===== src/hdl/tpe_pkg.sv =====
package tpe_pkg;

  localparam int CoordFracBits = 16;
  localparam int ProgFrac      = 16;

  localparam int TimeW  = 48;
  localparam int CoordW = 32;
  localparam int TripW  = 17;
  localparam int NumW   = 42;
  localparam int DivAW  = 24;
  localparam int DivDW  = 18;
  localparam int QuotW  = 23;
  localparam int ProgW  = 24;
  localparam int T2W    = 29;

  localparam logic [TripW-1:0] TripMinMs = 17'd5000;
  localparam logic [TripW-1:0] TripMaxMs = 17'd120000;

  localparam logic signed [ProgW-1:0] ProgMax = 24'sd4194304;
  localparam logic signed [ProgW-1:0] ProgOne = 24'sd65536;

  typedef enum logic [2:0] {
    RegStart,
    RegTarget,
    RegControl,
    RegLength,
    RegFirstSpeed,
    RegLastSpeed,
    RegMode,
    RegLaunch
  } cfg_reg_e;

  typedef struct packed {
    logic [63:0]      start_pt;
    logic [63:0]      target_pt;
    logic [63:0]      control_pt;
    logic [TimeW-1:0] launch;
    logic [1:0]       mode;
    logic [TripW-1:0] tm;
    logic [17:0]      tm2;
    logic [22:0]      tm64;
    logic [23:0]      tm126;
    logic             trip_ok;
  } cfg_t;

  typedef struct packed {
    logic lt;
    logic sat;
  } div_side_t;

endpackage


===== src/hdl/tpe_div.sv =====
module tpe_div
  import tpe_pkg::*;
(
  input  logic             clk_i,
  input  logic             rst_ni,
  input  logic             en_i,
  input  logic             valid_i,
  input  logic [DivAW-1:0] a_i,
  input  logic [DivDW-1:0] d_i,
  input  div_side_t        side_i,
  output logic             valid_o,
  output logic [QuotW-1:0] quot_o,
  output div_side_t        side_o
);

  localparam int Pre  = QuotW - ProgFrac;
  localparam int Last = QuotW - 1;

  logic             v_q  [QuotW];
  logic [DivDW-1:0] r_q  [QuotW];
  logic [QuotW-1:0] q_q  [QuotW];
  logic [DivAW-1:0] a_q  [QuotW];
  logic [DivDW-1:0] d_q  [QuotW];
  div_side_t        sd_q [QuotW];

  for (genvar s = 0; s < QuotW; s++) begin : g_stage
    localparam int K = QuotW - 1 - s;
    logic             v_in;
    logic [DivDW-1:0] r_in;
    logic [QuotW-1:0] q_in;
    logic [DivAW-1:0] a_in;
    logic [DivDW-1:0] d_in;
    div_side_t        sd_in;
    logic             nb;
    logic [DivDW:0]   t;
    logic             ge;

    if (s == 0) begin : g_first
      assign v_in  = valid_i;
      assign r_in  = DivDW'(a_i >> Pre);
      assign q_in  = '0;
      assign a_in  = a_i;
      assign d_in  = d_i;
      assign sd_in = side_i;
    end else begin : g_next
      assign v_in  = v_q[s-1];
      assign r_in  = r_q[s-1];
      assign q_in  = q_q[s-1];
      assign a_in  = a_q[s-1];
      assign d_in  = d_q[s-1];
      assign sd_in = sd_q[s-1];
    end

    if (K >= ProgFrac) begin : g_bit
      assign nb = a_in[K-ProgFrac];
    end else begin : g_zero
      assign nb = 1'b0;
    end

    assign t  = {r_in, nb};
    assign ge = t >= {1'b0, d_in};

    always_ff @(posedge clk_i or negedge rst_ni) begin
      if (!rst_ni) begin
        v_q[s] <= 1'b0;
      end else if (en_i) begin
        v_q[s] <= v_in;
      end
    end

    always_ff @(posedge clk_i) begin
      if (en_i) begin
        r_q[s]  <= ge ? DivDW'(t - {1'b0, d_in}) : t[DivDW-1:0];
        q_q[s]  <= {q_in[QuotW-2:0], ge};
        a_q[s]  <= a_in;
        d_q[s]  <= d_in;
        sd_q[s] <= sd_in;
      end
    end
  end

  assign valid_o = v_q[Last];
  assign quot_o  = q_q[Last];
  assign side_o  = sd_q[Last];

  a_rem_below: assert property (@(posedge clk_i) disable iff (!rst_ni)
    v_q[Last] |-> r_q[Last] < d_q[Last])
    else $error("divider remainder not reduced");

  a_quot_exact: assert property (@(posedge clk_i) disable iff (!rst_ni)
    v_q[Last] |-> (40'(q_q[Last]) * 40'(d_q[Last]) + 40'(r_q[Last]))
                  == {a_q[Last], 16'b0})
    else $error("divider result inconsistent");

endmodule


===== config.mk =====
export PLATFORM = sky130hd
export DESIGN_NAME = tpe_div
export DESIGN_NICKNAME = d
export VERILOG_FILES = /design/src/hdl/tpe_pkg.sv /design/src/hdl/tpe_div.sv
export SDC_FILE = /design/constraint.sdc
export NUM_CORES = 2
export LEC_CHECK = 0
export BUFFER_PORTS_ARGS = -buffer_cell sky130_fd_sc_hd__buf_4
export CORE_MARGIN = 2
export CORE_UTILIZATION = 55
export CTS_CLUSTER_DIAMETER = 40
export DETAILED_ROUTE_END_ITERATION = 12
export PLACE_DENSITY_LB_ADDON = 0.25
export SYNTH_ARGS = -nofsm -noshare
export SYNTH_HDL_FRONTEND = slang
export SYNTH_SLANG_ARGS = --single-unit

===== constraint.sdc =====
create_clock -name clk_i -period 3.6 [get_ports clk_i]
set_input_delay 0.18 -clock clk_i [delete_from_list [all_inputs] [get_ports clk_i]]
set_output_delay 0.18 -clock clk_i [all_outputs]
set_load 0.01 [all_outputs]

# [Word-level counts from Yosys, hierarchy flattened]
# Memory sizes are Yosys's and may differ from the RTL's.
# Cells that the tools add are included.
[classes] addsub=23 order_cmp=23 n_mux=25
[op_table] cell=">= comparator 19 x 18 -> 1 bit" count=22
[op_table] cell="2-to-1 mux 18 bit" count=23
[op_table] cell="subtractor 18 bit" count=23
[op_table] cell=">= comparator 18 bit" count=1
[op_table] cell="2-to-1 mux 1 bit" count=2
[totals] ff_bits=23 mem_bits_rw=1955 input_bits=48 out_inout_bits=26 elab_cells=99 memories=5
[memory_table] name="a_q" words=23 width=24 rd=22 rd_ports_with_merged_regs=0 write_ports=23 line="tpe_div.sv:22" rtl="logic [DivAW-1:0] a_q [QuotW];"
[memory_table] name="q_q" words=23 width=23 rd=23 rd_ports_with_merged_regs=0 write_ports=23 line="tpe_div.sv:21" rtl="logic [QuotW-1:0] q_q [QuotW];"
[memory_table] name="d_q" words=23 width=18 rd=22 rd_ports_with_merged_regs=0 write_ports=23 line="tpe_div.sv:23" rtl="logic [DivDW-1:0] d_q [QuotW];"
[memory_table] name="r_q" words=23 width=18 rd=22 rd_ports_with_merged_regs=0 write_ports=23 line="tpe_div.sv:20" rtl="logic [DivDW-1:0] r_q [QuotW];"
[memory_table] name="sd_q" words=23 width=2 rd=23 rd_ports_with_merged_regs=0 write_ports=23 line="tpe_div.sv:24" rtl="div_side_t sd_q [QuotW];"

# [Logic depth before layout (Yosys ltp)]
# An unclocked memory read counts as a cell.
[logic_depth] ltp_word=3 ltp_mapped=12 depth_no_buf=12

# [Worst setup path before layout]
# OpenSTA, ideal clock, no wires.
[synth_path] path_kind="register to register" start="mem a_q[3][2], in the netlist a_q[0][74]" end="mem r_q[4][12], in the netlist r_q[0][84], data pin" setup_ns=0.260 arrival_ns=2.752 required_time_ns=3.340 path_slack_ns=0.589 stages_incl_launch_ff=13 n_path_buf=0 period_less_slack_ns=3.011 cell_sequence="edfxtp_1 inv_1 ha_1 inv_1 fa_1 a21o_1 a211o_1 a2111oi_2 nor3b_1 o31ai_2 nor2b_1 xnor2_1 mux2_2"
[synth_lines] element="from (decl)" line="tpe_div.sv:22"
[synth_lines] element="to (decl)" line="tpe_div.sv:20"

==> metrics.md <==
| Metric | Value |
|---|---|
| Die area | 0.111 mm^2 |
| Setup-failing EPs final | 0 |
| Port bufs | 73 |
| Avg WL per Cell | 18.2 um |
| Clock skew | 0.0333 ns |
| DR iter-0 viols | 2868 |
| Worst Tran Pin Value | 1.10 ns |
| Commonest cells post-synth | edfxtp_1 (1135), inv_1 (540), ha_1 (413) |
| Antenna-violating nets left | 0 |
| Async SR Flop Fraction | 0.0199 |
| Mapped Nets | 5181 |
| Die H | 333 um |
| Tmin final | 3.41 ns |
| Critical path type | register to register |
| WP data required | 4.08 ns |
| Reg area | 0.0347 mm^2 |
| First-pass iteration count of the detailed router | 5 |
| Non-Filler Instances | 6510 |
| Ant. Diodes | 0 |
| Outcome | complete, no violations |
| Critical path's largest stage delay | 0.90 ns |
| Post-synth EDFFs | 1135 |
| Initial antenna violation count | 1 |
| Share of layout cells above drive strength 1 | 0.150 |
| Startpoint types | register |
| MaxCap Viol Count | 0 |
| Postcts setup bufs | 0 |
| Register area share after synthesis | 0.581 |
| CTS tree | yes |
| Via count | 36700 |
| Worst skew pair latency | 0.76 ns |
| RSZ-0062 raised after global routing | no |
| Num rows | 120 |
| Total CTS buffers | 158 |
| Vias per Instance | 5.63 |
| Netlist cell types | 95 |
| Worst vdd ir | 0.556 mV |
| Total chip power | 61.1 mW |
| Area leader, netlist | edfxtp_1 |
| Largest net degree at the start of global routing | 143 |
| GPL Wtd Cong | 0.899 |
| Vias in the first global route | 36300 |
| Post-Synthesis Cells | 4698 |
| # IOs | 74 |
| Power Density | 897 mW/mm^2 |
| Root buffer cell | clkbuf_16 |
| Yosys warnings | 0 |
| Count leader, synth | edfxtp_1 |
| Synth top area cells | edfxtp_1 (57%), ha_1 (8.7%), mux2_2 (5.3%) |
| Final Hold Viols | 0 |
| Max Clock Freq | 0.293 GHz |
| Fin. max-slew vios | 0 |
| DP HPWL | 85000 um |
| Final net count | 5461 |
| Filler cell count | 8026 |
| Synthesis-stage register bit count | 1158 |
| Crit path DAT | 3.89 ns |
| H-tree depth | 4 |
| CTS sink cnt | 1158 |
| First-pass GRT wire length | 188000 um |
| Critical-path cell list | ha_1, nor2b_1, o21ai_0, a21o_1, a311oi_1, o21bai_1, a31oi_2, a21oi_2, mux2_2 |
| Clock tree buffer depth | 3 |
| Die width | 333 um |
| Total gr overflow | 0 |
| Starting Density | 0.555 |
| Tcrit/Tclk final | 0.947 |
| Final WL | 118000 um |
| Hold Crit Class | primary input to register |
| Post-Syn Area | 0.0596 mm^2 |
| Top cell type's share of synthesized area | 0.572 |
| Area of the multi-input gates | 0.0226 mm^2 |
| # DRC | 0 |
| Critical path's slowest cell | a21oi_2 |
| Lkg Pwr | 27.3 nW |
| Clock transition at the registers of the reported paths | 0.06 ns |
| Rel. slew slack | 0.266 |
| Worst setup EP type | register |
| Final setup TNS | 0 ns |
| Mean area per synthesized cell | 12.7 um^2 |
| All-Layer GR Usage | 0.212 |
| Layout area overhead | 14.3% |
| Core Box Area | 0.107 mm^2 |
| Primary FF master, synth | edfxtp_1 |
| CP Max Fanout | 18 |
| Placed Cells incl. Taps | 6173 |
==> cell type report <==
class,count,area share
flip-flops and latches,1158,0.509
well taps,1403,0.0258
clock inverters,107,0.0178
repair buffers,180,0.0245
multi-input cells,2939,0.332
inverters,541,0.0298
clock buffers,182,0.0609
==> flip-flops by register name, indices dropped and copies added, names as in the netlist <==
register,cells
a_q,21
r_q,396
g_stage.v_in,22
d_q,396
q_q,276
sd_q,46
valid_o,1
==> cell usage in the layout, fill, tap and decap left out, drive strengths merged, types with 182 or more instances in the layout <==
| master | count |
|---|---|
| ha | 413 |
| xnor2 | 194 |
| a21oi | 314 |
| nor2 | 237 |
| inv | 577 |
| clkbuf | 182 |
| nand2 | 238 |
| edfxtp | 1135 |
| mux2 | 291 |
| o21ai | 211 |
==> per-stage QoR <==
step                instance area [um^2]  worst slack [ns]  hold WS, ns   util
global placement                   62300             0.236       0.0778  0.580
floorplan                          59600             0.589       -0.116      -
global route                       68100            0.0281        0.131  0.634
CTS                                68100             0.109       0.0942  0.634
detailed placement                 62300             0.183       0.0812  0.580
finish                             68100             0.192        0.160  0.634
==> kinds of logic after synthesis <==
| group | share of synthesized area |
|---|---|
| and+or+nand+nor | 0.0711 |
| xor gates and xnor gates | 0.0441 |
| adders and majority gates | 0.0941 |
| DFF | 0.581 |
| AOI/OAI and AO/OA | 0.112 |
| muxes | 0.0578 |
| buffers and inverters | 0.0392 |
==> per-layer routing <==
| metal | track usage | up-vias | wire (um) | share of wire |
|---|---|---|---|---|
| met5 | 0 | - | 0 | 0 |
| met1 | 0.282 | 17500 | 52500 | 0.44 |
| met4 | 0.0796 | 0 | 3660 | 0.031 |
| li1 | - | 18000 | - | - |
| met3 | 0.0334 | 221 | 5420 | 0.046 |
| met2 | 0.354 | 892 | 56600 | 0.48 |
==> power by group <==
| part | internal [mW] | total (mW) | switching, mW | leakage, nW |
|---|---|---|---|---|
| clock network | 9.58 | 15.6 | 6.00 | 2.59 |
| registers | 19.5 | 21.4 | 1.94 | 11.4 |
| logic | 11.5 | 24.1 | 12.6 | 13.4 |
==> worst max-delay path: cells and delay by family, from the launching register on <==
family                     cells  cell delay, ns
adders and majority gates      1            0.34
DFF                            1            0.44
AOI/OAI and AO/OA              6            1.82
and+or+nand+nor                1            0.13
muxes                          1            0.43
==> final timing paths <==
| check | from | end | slack, ns | cells past startpoint |
|---|---|---|---|---|
| max | r_q[1][126]$_SDFFCE_PN0P_ | r_q[2][1]$_DFFE_PP_ | 0.19 | 9 |
| min | side_i[1] | sd_q[0][1]$_DFFE_PP_ | 0.16 | 2 |
| max reg2reg | r_q[1][126]$_SDFFCE_PN0P_ | r_q[2][1]$_DFFE_PP_ | 0.19 | 9 |
| min reg2reg | q_q[1][74]$_DFFE_PP_ | q_q[1][98]$_DFFE_PP_ | 0.40 | 0 |
| max in group asynchronous | rst_ni | g_stage[2].v_in$_DFFE_PN0P_ | 2.28 | 3 |
| min in group asynchronous | rst_ni | g_stage[12].v_in$_DFFE_PN0P_ | 0.72 | 3 |
==> what timing repair did <==
item	in CTS	in global routing
resized for setup	0	2
hold buffers	48	0
setup endpoints to repair	0	15
hold endpoints to repair	96	0
Power figures use the tool's default switching activity.
