<file path="src/hdl/tpe_pkg.sv">
package tpe_pkg;

  localparam int CoordFracBits = 16;
  localparam int ProgFrac      = 16;

  localparam int TimeW  = 48;
  localparam int CoordW = 32;
  localparam int TripW  = 17;
  localparam int NumW   = 42;
  localparam int DivAW  = 24;
  localparam int DivDW  = 18;
  localparam int QuotW  = 23;
  localparam int ProgW  = 24;
  localparam int T2W    = 29;

  localparam logic [TripW-1:0] TripMinMs = 17'd5000;
  localparam logic [TripW-1:0] TripMaxMs = 17'd120000;

  localparam logic signed [ProgW-1:0] ProgMax = 24'sd4194304;
  localparam logic signed [ProgW-1:0] ProgOne = 24'sd65536;

  typedef enum logic [2:0] {
    RegStart,
    RegTarget,
    RegControl,
    RegLength,
    RegFirstSpeed,
    RegLastSpeed,
    RegMode,
    RegLaunch
  } cfg_reg_e;

  typedef struct packed {
    logic [63:0]      start_pt;
    logic [63:0]      target_pt;
    logic [63:0]      control_pt;
    logic [TimeW-1:0] launch;
    logic [1:0]       mode;
    logic [TripW-1:0] tm;
    logic [17:0]      tm2;
    logic [22:0]      tm64;
    logic [23:0]      tm126;
    logic             trip_ok;
  } cfg_t;

  typedef struct packed {
    logic lt;
    logic sat;
  } div_side_t;

endpackage

</file>
<file path="src/hdl/tpe_cfg.sv">
module tpe_cfg
  import tpe_pkg::*;
(
  input  logic        clk_i,
  input  logic        rst_ni,
  input  logic        cfg_valid_i,
  output logic        cfg_ready_o,
  input  logic [2:0]  cfg_index_i,
  input  logic [63:0] cfg_data_i,
  output cfg_t        cfg_o
);

  localparam logic [31:0] RampFloor  = 32'(10 << CoordFracBits);
  localparam logic [31:0] ConstFloor = 32'(1 << CoordFracBits);

  logic [63:0]      start_q, target_q, control_q;
  logic [31:0]      len_q, fs_q, ls_q;
  logic [1:0]       mode_q;
  logic [TimeW-1:0] launch_q;

  logic             load_q, ok_q;
  logic [5:0]       cnt_q;
  logic [NumW-1:0]  nq_q;
  logic [31:0]      rem_q, speed_q;
  logic [TripW-1:0] tm_q;
  logic [17:0]      tm2_q;
  logic [22:0]      tm64_q;
  logic [23:0]      tm126_q;

  logic [32:0]      spd_sum;
  logic [31:0]      spd_mean, speed;
  logic [NumW-1:0]  num;
  logic [32:0]      rsh;
  logic             ge;
  logic [TripW-1:0] tm_d;

  assign cfg_ready_o = 1'b1;

  always_ff @(posedge clk_i or negedge rst_ni) begin
    if (!rst_ni) begin
      start_q   <= '0;
      target_q  <= '0;
      control_q <= '0;
      len_q     <= '0;
      fs_q      <= '0;
      ls_q      <= '0;
      mode_q    <= '0;
      launch_q  <= '0;
    end else if (cfg_valid_i) begin
      unique case (cfg_reg_e'(cfg_index_i))
        RegStart:      start_q   <= cfg_data_i;
        RegTarget:     target_q  <= cfg_data_i;
        RegControl:    control_q <= cfg_data_i;
        RegLength:     len_q     <= cfg_data_i[31:0];
        RegFirstSpeed: fs_q      <= cfg_data_i[31:0];
        RegLastSpeed:  ls_q      <= cfg_data_i[31:0];
        RegMode:       mode_q    <= cfg_data_i[1:0];
        RegLaunch:     launch_q  <= cfg_data_i[TimeW-1:0];
        default:       ;
      endcase
    end
  end

  always_comb begin
    spd_sum  = {1'b0, fs_q} + {1'b0, ls_q};
    spd_mean = spd_sum[32:1];
    if (mode_q[1]) begin
      speed = (spd_mean < RampFloor) ? RampFloor : spd_mean;
    end else begin
      speed = (fs_q < ConstFloor) ? ConstFloor : fs_q;
    end
    num = NumW'(len_q) * NumW'(1000);
    rsh = {rem_q, nq_q[NumW-1]};
    ge  = rsh >= {1'b0, speed_q};
    if (nq_q < NumW'(TripMinMs)) begin
      tm_d = TripMinMs;
    end else if (nq_q > NumW'(TripMaxMs)) begin
      tm_d = TripMaxMs;
    end else begin
      tm_d = nq_q[TripW-1:0];
    end
  end

  // serial trip-time divider, restarted by every write
  always_ff @(posedge clk_i or negedge rst_ni) begin
    if (!rst_ni) begin
      load_q <= 1'b1;
      ok_q   <= 1'b0;
      cnt_q  <= '0;
    end else if (cfg_valid_i) begin
      load_q <= 1'b1;
      ok_q   <= 1'b0;
    end else if (load_q) begin
      load_q <= 1'b0;
      cnt_q  <= 6'(NumW);
    end else if (cnt_q != '0) begin
      cnt_q <= cnt_q - 6'd1;
    end else if (!ok_q) begin
      ok_q <= 1'b1;
    end
  end

  always_ff @(posedge clk_i) begin
    if (!cfg_valid_i && load_q) begin
      nq_q    <= num;
      rem_q   <= '0;
      speed_q <= speed;
    end else if (!cfg_valid_i && cnt_q != '0) begin
      rem_q <= ge ? 32'(rsh - {1'b0, speed_q}) : rsh[31:0];
      nq_q  <= {nq_q[NumW-2:0], ge};
    end else if (!cfg_valid_i && !ok_q) begin
      tm_q    <= tm_d;
      tm2_q   <= {tm_d, 1'b0};
      tm64_q  <= {tm_d, 6'b0};
      tm126_q <= {tm_d, 7'b0} - {6'b0, tm_d, 1'b0};
    end
  end

  assign cfg_o = '{
    start_pt:   start_q,
    target_pt:  target_q,
    control_pt: control_q,
    launch:     launch_q,
    mode:       mode_q,
    tm:         tm_q,
    tm2:        tm2_q,
    tm64:       tm64_q,
    tm126:      tm126_q,
    trip_ok:    ok_q
  };

  a_trip_range: assert property (@(posedge clk_i) disable iff (!rst_ni)
    ok_q |-> (tm_q >= TripMinMs) && (tm_q <= TripMaxMs))
    else $error("trip time out of range");

  a_trip_mult: assert property (@(posedge clk_i) disable iff (!rst_ni)
    ok_q |-> tm126_q == 24'(tm_q) * 24'd126)
    else $error("derived trip bound mismatch");

endmodule

</file>
<file path="config.mk">
export PLATFORM = sky130hd
export DESIGN_NAME = tpe_cfg
export DESIGN_NICKNAME = d
export VERILOG_FILES = /design/src/hdl/tpe_pkg.sv /design/src/hdl/tpe_cfg.sv
export SDC_FILE = /design/constraint.sdc
export NUM_CORES = 1
export LEC_CHECK = 0
export ABC_AREA = 1
export BUFFER_PORTS_ARGS = -buffer_cell sky130_fd_sc_hd__buf_2
export CAP_MARGIN = 20
export CORE_MARGIN = 2
export CORE_UTILIZATION = 59
export DETAILED_ROUTE_END_ITERATION = 16
export PLACE_DENSITY = 0.81
export SLEW_MARGIN = 25
export SYNTH_ARGS = -nofsm -noshare
export SYNTH_HDL_FRONTEND = slang
export SYNTH_SLANG_ARGS = --single-unit
</file>
<file path="constraint.sdc">
create_clock -name clk_i -period 5.6 [get_ports clk_i]
set_input_delay 0.56 -clock clk_i [delete_from_list [all_inputs] [get_ports clk_i]]
set_output_delay 0.56 -clock clk_i [all_outputs]
set_load 0.05 [all_outputs]
</file>
# Word-level counts from Yosys, hierarchy flattened
# Cells that the tools add are included.
dict set report word_totals {
  regBits 493
  input_bits 70
  output_inout_bits 326
  word_cells 73
}
dict set report op_classes {
  addsub 4
  n_mul 1
  order_cmp 5
  eq_ne 9
  mux 14
  bitwise 3
  n_reduce_logical 20
}
# operator n
set ops {}
lappend ops {{32-bit 2-to-1 mux} 4}
lappend ops {{42-bit 2-to-1 mux} 2}
lappend ops {{42-bit by 17-bit > comparator with 1-bit output (second input constant)} 1}
lappend ops {{42-bit by 13-bit < comparator with 1-bit output (second input constant)} 1}
lappend ops {{32-bit by 7-bit multiplier with 39-bit output (second input constant)} 1}
lappend ops {{17-bit 2-to-1 mux} 2}
lappend ops {{32-bit by 32-bit adder with 33-bit output} 1}
lappend ops {{33-bit by 32-bit greater-or-equal comparator with 1-bit output} 1}
lappend ops {{32-bit by 17-bit < comparator with 1-bit output (second input constant)} 1}
lappend ops {{32-bit by 20-bit < comparator with 1-bit output (second input constant)} 1}
lappend ops {{32-bit subtractor} 1}
lappend ops {{24-bit by 18-bit subtractor with 24-bit output} 1}
lappend ops {{2-bit AND reduction} 10}
lappend ops {{3-bit == test (second input constant)} 4}
lappend ops {{6-bit 2-to-1 mux} 2}
lappend ops {{3-bit by 2-bit == test with 1-bit output (second input constant)} 2}
lappend ops {{6-bit nonzero test} 1}
lappend ops {{6-bit by 1-bit subtractor with 6-bit output (second input constant)} 1}
lappend ops {{1-bit 2-to-1 mux} 4}
lappend ops {{2-bit inequality test (second input constant)} 2}
lappend ops {{2-bit nonzero test} 2}
lappend ops {{3-bit by 1-bit == test with 1-bit output (second input constant)} 1}
lappend ops {{1-bit logical AND} 3}
lappend ops {{3-bit logical NOT} 1}
lappend ops {{3 further kinds} 6}

# Longest topological paths before layout
# Gate-level depths: netlist (run 1).
dict set report logic_depth {
  ltp_word 4
  ltp_mapped 23
  mapped_depth_nobuf 21
}

# Worst setup path after synthesis (run 1)
# OpenSTA, ideal clock, no wires.
dict set report synth_timing {
  path_type {flip-flop to flip-flop}
  start {register len_q[1]}
  end {register nq_q[35], data pin}
  setup_ns 0.260
  t_arrival_ns 3.972
  required_time_ns 5.340
  path_slack_ns 1.368
  stages_incl_launch_ff 19
  path_buffers 0
  synth_period_minus_slack_ns 4.232
  cell_sequence {dfrtp_1 -> inv_1 -> fa_1 -> fa_1 -> fa_1 -> inv_1 -> fa_1 -> ha_1 -> a21oi_1 -> inv_1 -> a21oi_1 -> inv_1 -> nand2_1 -> nand2_1 -> a21oi_1 -> nand3b_1 -> nand3_1 -> nand3_1 -> nand2_1}
}
dict set report synth_via {
  elab_chain_len 2
}
# item line_no
set synth_lines {}
lappend synth_lines {{from (decl)} tpe_cfg.sv:17} ;# logic [31:0] len_q, fs_q, ls_q;
lappend synth_lines {{from (signal assigned)} tpe_cfg.sv:54} ;# RegLength: len_q <= cfg_data_i[31:0];
lappend synth_lines {{32-bit by 7-bit multiplier with 39-bit output} tpe_cfg.sv:72} ;# num = NumW'(len_q) * NumW'(1000);
lappend synth_lines {{42-bit 2-to-1 mux} tpe_cfg.sv:104} ;# if (!cfg_valid_i && load_q) begin
lappend synth_lines {{to (signal assigned)} tpe_cfg.sv:105} ;# nq_q <= num;
lappend synth_lines {{to (signal assigned)} tpe_cfg.sv:110} ;# nq_q <= {nq_q[NumW-2:0], ge};
lappend synth_lines {{to (decl)} tpe_cfg.sv:23} ;# logic [NumW-1:0] nq_q;
# Every way passes these cells.
# A chain may end at the register's enable or synchronous reset.

# Final worst setup path (run 1)
dict set report layout_timing {
  start {register len_q[2]}
  end {register nq_q[27], data pin}
}
# The elaborated chain is that of the path after synthesis.

==> results of run 1 <==
-- cell families (layout without fill, tap and decap cells) --
| group | count (synthesis) | after routing | synth area share, % |
|---|---|---|---|
| other | 2 | 16 | 0.0250 |
| adder cells (fa/ha/maj) | 282 | 282 | 14.8 |
| flip-flops | 491 | 491 | 42.2 |
| AND/OR/NAND/NOR | 1494 | 1494 | 20.2 |
| AO/OA/AOI/OAI | 701 | 701 | 12.4 |
| XOR/XNOR | 54 | 54 | 1.58 |
| buffers and inverters | 653 | 1001 | 8.86 |
-- cell usage after synthesis (all sizes together) --
master   count
nor3        34
a31oi        4
a22oi        1
nor4         7
dfxtp       35
o22ai       11
xor2        32
nand2      964
nor2       311
nand3      135
conb         2
o21a        10
a22o         4
a21boi       4
o21bai      17
and2         1
a211oi       2
o311ai       1
nand4       31
xnor2       22
fa         120
a221oi       4
o21ai      412
dfstp        1
o211ai       7
a21oi      214
or2          1
edfxtp     110
nand3b       9
o2111ai      1
a21o         8
o221ai       1
clkinv       1
dfrtp      345
clkbuf      90
inv        504
ha         162
nor3b        1
buf         58
-- state kept, by name, summed over array words and instances (netlist names) --
signal	cells
cnt_q	6
control_q	64
fs_q	32
launch_q	48
len_q	32
load_q	1
ls_q	32
mode_q	2
nq_q	42
ok_q	1
rem_q	32
speed_q	32
start_q	64
target_q	64
tm126_q	22
tm64_q	17
-- where the power goes --
group          switching, mW  total [mW]  internal [mW]
registers              0.478        4.92           4.44
clock network           1.48        3.55           2.06
logic                   8.89        13.1           4.24
-- worst min path at each step --
stage,to,cells after the start,startpoint
6_report,load_q,1,cfg_valid_i
5_1_grt,load_q,1,cfg_valid_i
4_1_cts,load_q,1,cfg_valid_i
3_5_place_dp,rem_q[2],2,rem_q[2]
3_3_place_gp,start_q[48],2,start_q[48]
2_1_floorplan,cnt_q[0],0,rst_ni
-- stage by stage --
| step | utilization [%] | instance area [µm²] |
|---|---|---|
| CTS | 67.9 | 34100 |
| global placement | 64.3 | 32300 |
| finish | 68.0 | 34100 |
| detailed placement | 64.4 | 32300 |
| global route | 68.0 | 34100 |
| floorplan | - | 30000 |
-- layout make-up --
class	instances	area [µm²]
fill	4061	16100
inverter	505	1900
multi-input combinational	2540	14800
timing repair buffer	402	2120
antenna	7	17.5
clock buffer	67	1440
clock inverter	27	318
sequential	491	12700
tap	672	841
-- metal layers --
metal / vias to the layer above / track usage [%] / part of all wire, %
met1: 12100 / 44.8 / 43
met4: 2 / 12.9 / 3.9
met3: 162 / 7.12 / 8.2
met2: 965 / 51.2 / 45
li1: 12400 / - / -
met5: - / 0 / 0.015
-- timing repair --
item	in CTS	in global routing
setup buffers	0	0
hold buffers	1	0
hold endpoints to repair	1	0
==> impl_results.md, run 1 <==
* Syn avg cell area at 8.16 µm²
* Total gr overflow at 0
* CTS tree: done
* Critical path startpoint category: flip-flop
* Crit share post-route at 88.9%
* P&R area growth vs syn at 13.6%
* Pwr/cell area at 633 nW/µm²
* Layout Cells excl Fill at 4,711
* Core area at 50,200 µm²
* Worst R2R Setup Slack at 0.62 ns
* Slew Limit Fails at 0
* Worst Path Arrival at 5.30 ns
* Post-DRT Antenna Nets at 0
* Unrepaired setup endpoints after global routing: no
* Critical-path cell with the highest stage delay: fa_1
* Outcome: finished, final reports clean
* Vias after detailed routing at 25,700
* Sequential share of the synthesized area at 42.2%
* Initial Utilization at 59.8%
* Placer congestion estimate at 0.952
* CTS root buf: clkbuf_16
* Ys Warns at 0
* Max_slew headroom at 34.7%
* Crit path from: len_q[2]
* Clock Skew at 0.0180 ns
* Inserted Clock Buffers at 52
* Die Y at 230 µm
* Post-Synthesis Cells at 3,677
* Worst Path Buf+Inv at 4
* Max Root-Sink Buffers at 3
* Number of DRC markers in iteration 0 at 2,144
* Share of cells above drive strength 1 at 13.1%
* Crit Path Max Fanout at 6
* Placed instance count at 4,608
* Port buffer count at 386
* Crit-path cells: inv_1, fa_1, fa_1, fa_1, inv_1, fa_1, ha_1, a21oi_1, inv_1, a21oi_1, inv_1, nand2_1, nand2_1, a21oi_1, o21bai_1, o21ai_0, nand2_1
* Overall power at 21.6 mW
* Initial antenna violation count at 7
* Area fraction of the dominant cell type after synthesis at 28.8%
* Clock sink count at 491
* DRC at 0
* Fin. Hold Viols at 0
* Crit path time final at 4.98 ns
* Max Cap Viol at 0
* H-tree depth at 2
* Cells on worst reg2reg path at 17
* Io pins at 396
* PostCTS Resize Cnt at 0
* Worst slew pin tran at 0.979 ns
* CP required at 5.92 ns
* Total track usage at 32.8%
* First-pass GRT wire length at 137 mm
* Wire length per cell at 18.1 µm
* Count of final setup violators at 0
* CP top delay family: adder cells
* Setup WS post-layout at 0.619 ns
* Synth Register Bits at 491
* Worst-skew pair later-pin latency at 0.61 ns
* Most frequent cells in the layout: nand2_1 (952), inv_1 (499), o21ai_0 (404)
* Vias in the first global route at 25,300
* Worst path depth at 17
* Core Rows at 82
* Pin count of the biggest net entering global routing at 136
* FF-to-FF Start: len_q[2]
* Max VDD drop at 515 µV
* Unique cell type count in the Yosys netlist at 57
* CTS clk-pin slew, worst paths at 0.06 ns
* Leading area contributor after synthesis: dfrtp_1
* Worst hold path type: input pin to flip-flop
* Most common cell after layout, fill and taps aside: nand2_1
* Setup TNS at 0 ns
* Max incr delay on CP at 0.54 ns
* Die Area at 52,700 µm²
* Vias per cell at 5.45
* Mapped cell area at 30,000 µm²
* Worst setup path class: flip-flop to flip-flop
* CP endpoint kind: flip-flop
* R2r endpoint: nq_q[27]
* Area contributors post-synth: dfrtp_1 (29%), nand2_1 (12%), edfxtp_1 (11%)
* Pre-CTS WS at 0.692 ns
* Hold slack at 0.181 ns
* Nets at 4,344
* Initial DRT Pass Iterations at 6
* Die Width at 230 µm
* Critical path destination: nq_q[27]
* Static Leak at 17.3 nW
* Drt total wl at 85.3 mm
* Hpwl dp at 64.3 mm
* Max Freq at 201 MHz
Note: power is estimated with default switching activity, not from simulation.
==> run 2: changes to the inputs <==
- CELL_PAD_IN_SITES_DETAIL_PLACEMENT: unset -> 1
- CELL_PAD_IN_SITES_GLOBAL_PLACEMENT: unset -> 1
- CORE_UTILIZATION: 59 -> 40
- PLACE_DENSITY: 0.81 -> unset
- PLACE_DENSITY_LB_ADDON: unset -> 0.1
- clock period: 5.6 -> 4 ns (I/O delays scaled with it)
==> impl_results.md, run 2 (synthesis results as in run 1) <==
* Outcome: finished, violations left
* Failing checks: setup timing
* Crit share post-route at 110%
* Clock Skew at 0.0353 ns
* Count of final setup violators at 30
* Initial Utilization at 40.4%
* CTS clk-pin slew, worst paths at 0.06 ns
* Vias after detailed routing at 26,400
* Worst slew pin tran at 0.967 ns
* CTS root buf: clkbuf_16
* Vias per cell at 5.05
* Share of cells above drive strength 1 at 22.5%
* Initial DRT Pass Iterations at 5
* Worst-skew pair later-pin latency at 0.64 ns
* Most common cell after layout, fill and taps aside: nand2_1
* Inserted Clock Buffers at 56
* Fillers at 9,105
* Worst Path Arrival at 4.75 ns
* Crit path time final at 4.38 ns
* Placer congestion estimate at 0.908
* Cell count of the worst hold path at 3
* DRC at 0
* Registers with the most flip-flops: control_q (64), start_q (64), target_q (64)
* Max_slew headroom at 35.1%
* Initial antenna violation count at 14
* Unrepaired setup endpoints after global routing: yes
* First-pass GRT wire length at 158 mm
* Post-DRT Antenna Nets at 0
* H-tree depth at 2
* CP required at 4.37 ns
* Core area at 74,300 µm²
* Die Width at 278 µm
* Critical path startpoint category: flip-flop
* Pin count of the biggest net entering global routing at 125
* Total gr overflow at 0
* Drt total wl at 100 mm
* Max Cap Viol at 0
* Total track usage at 25.9%
* Slew Limit Fails at 0
* Io pins at 396
* Cells on worst reg2reg path at 19
* Pre-CTS WS at -0.522 ns
* Max Freq at 228 MHz
* Die Y at 278 µm
* Port buffer count at 386
* Clock sink count at 491
* Setup WS post-layout at -0.383 ns
* Most frequent cells in the layout: nand2_1 (910), inv_1 (456), buf_2 (385)
* Number of DRC markers in iteration 0 at 1,248
* CP endpoint kind: flip-flop
* Wire length per cell at 19.1 µm
* P&R area growth vs syn at 24.3%
* Die Area at 77,200 µm²
* Crit Path Max Fanout at 4
* Nets at 4,570
* Hpwl dp at 76.4 mm
* Vias in the first global route at 28,000
* Worst setup path class: flip-flop to flip-flop
* Max Root-Sink Buffers at 3
* Fin. Hold Viols at 0
* CTS tree: done
* Worst hold path type: input pin to flip-flop
* Core Rows at 100
run 2: final timing paths:
kind / start / to / slack (ns)
worst max-delay path: len_q[1] / nq_q[36] / -0.38
worst min-delay path: cfg_data_i[56] / start_q[56] / 0.05
worst max register to register: len_q[1] / nq_q[36] / -0.38
worst min register to register: rem_q[23] / rem_q[23] / 0.47
max in group asynchronous: rst_ni / start_q[58] / 2.56
min in group asynchronous: rst_ni / launch_q[35] / 0.41
run 2: final cells by class:
type / instances / area [µm²] / share of cell area, %
antenna: 2 / 5.00 / 0.0134
multi-input combinational: 2540 / 15700 / 42.2
tap: 969 / 1210 / 3.25
clock inverter: 23 / 334 / 0.896
clock buffer: 81 / 1630 / 4.36
sequential: 491 / 12700 / 34.0
inverter: 505 / 1900 / 5.09
timing repair buffer: 624 / 3830 / 10.3
run 2: worst max-delay path: stages (launching register included):
cell and delay [ns]:
dfrtp_2 0.43, fa_1 0.52, fa_1 0.54, inv_2 0.04, fa_1 0.48, fa_1 0.56, inv_2 0.05, ha_4 0.27
nand2_4 0.09, nand3_4 0.10, a21oi_4 0.19, inv_2 0.09, nand2_4 0.07, nand2_4 0.05, a21oi_4 0.20, inv_2 0.07
nand4_1 0.13, nand3b_1 0.09, nand3_1 0.08, nand2_1 0.06
run 2: metrics by stage:
| step | TNS [ns] | util (%) | hold slack [ns] | area [µm²] | cells |
|---|---|---|---|---|---|
| floorplan | -0.0154 | - | 0.104 | 30400 | 3684 |
| global placement | -5.39 | 46.2 | 0.459 | 34400 | 5091 |
| detailed placement | -7.31 | 46.2 | 0.468 | 34400 | 5091 |
| CTS | -5.39 | 49.8 | 0.0160 | 37000 | 5224 |
| global route | -14.29 | 50.2 | 0.0522 | 37300 | 5234 |
| finish | -7.95 | 50.2 | 0.0474 | 37300 | 5235 |
run 2: timing repair:
item / in CTS / in global routing
endpoints found under the setup margin: 27 / 31
hold buffers: 2 / 0
pin swaps: 71 / 51
buffers inserted: 28 / 11
resized for setup: 145 / 57
endpoints found under the hold margin: 96 / 0
run 2: layer usage:
metal	up-vias	track usage (%)	wire (µm)
li1	12800	-	-
met1	12900	33.1	43700
met2	533	44.5	48300
met3	139	5.66	5730
met4	14	6.40	2420
met5	-	0	80
Power of run 2 is not shown: default switching activity piles up to over one toggle a cycle in this logic, so the estimate is an artifact.
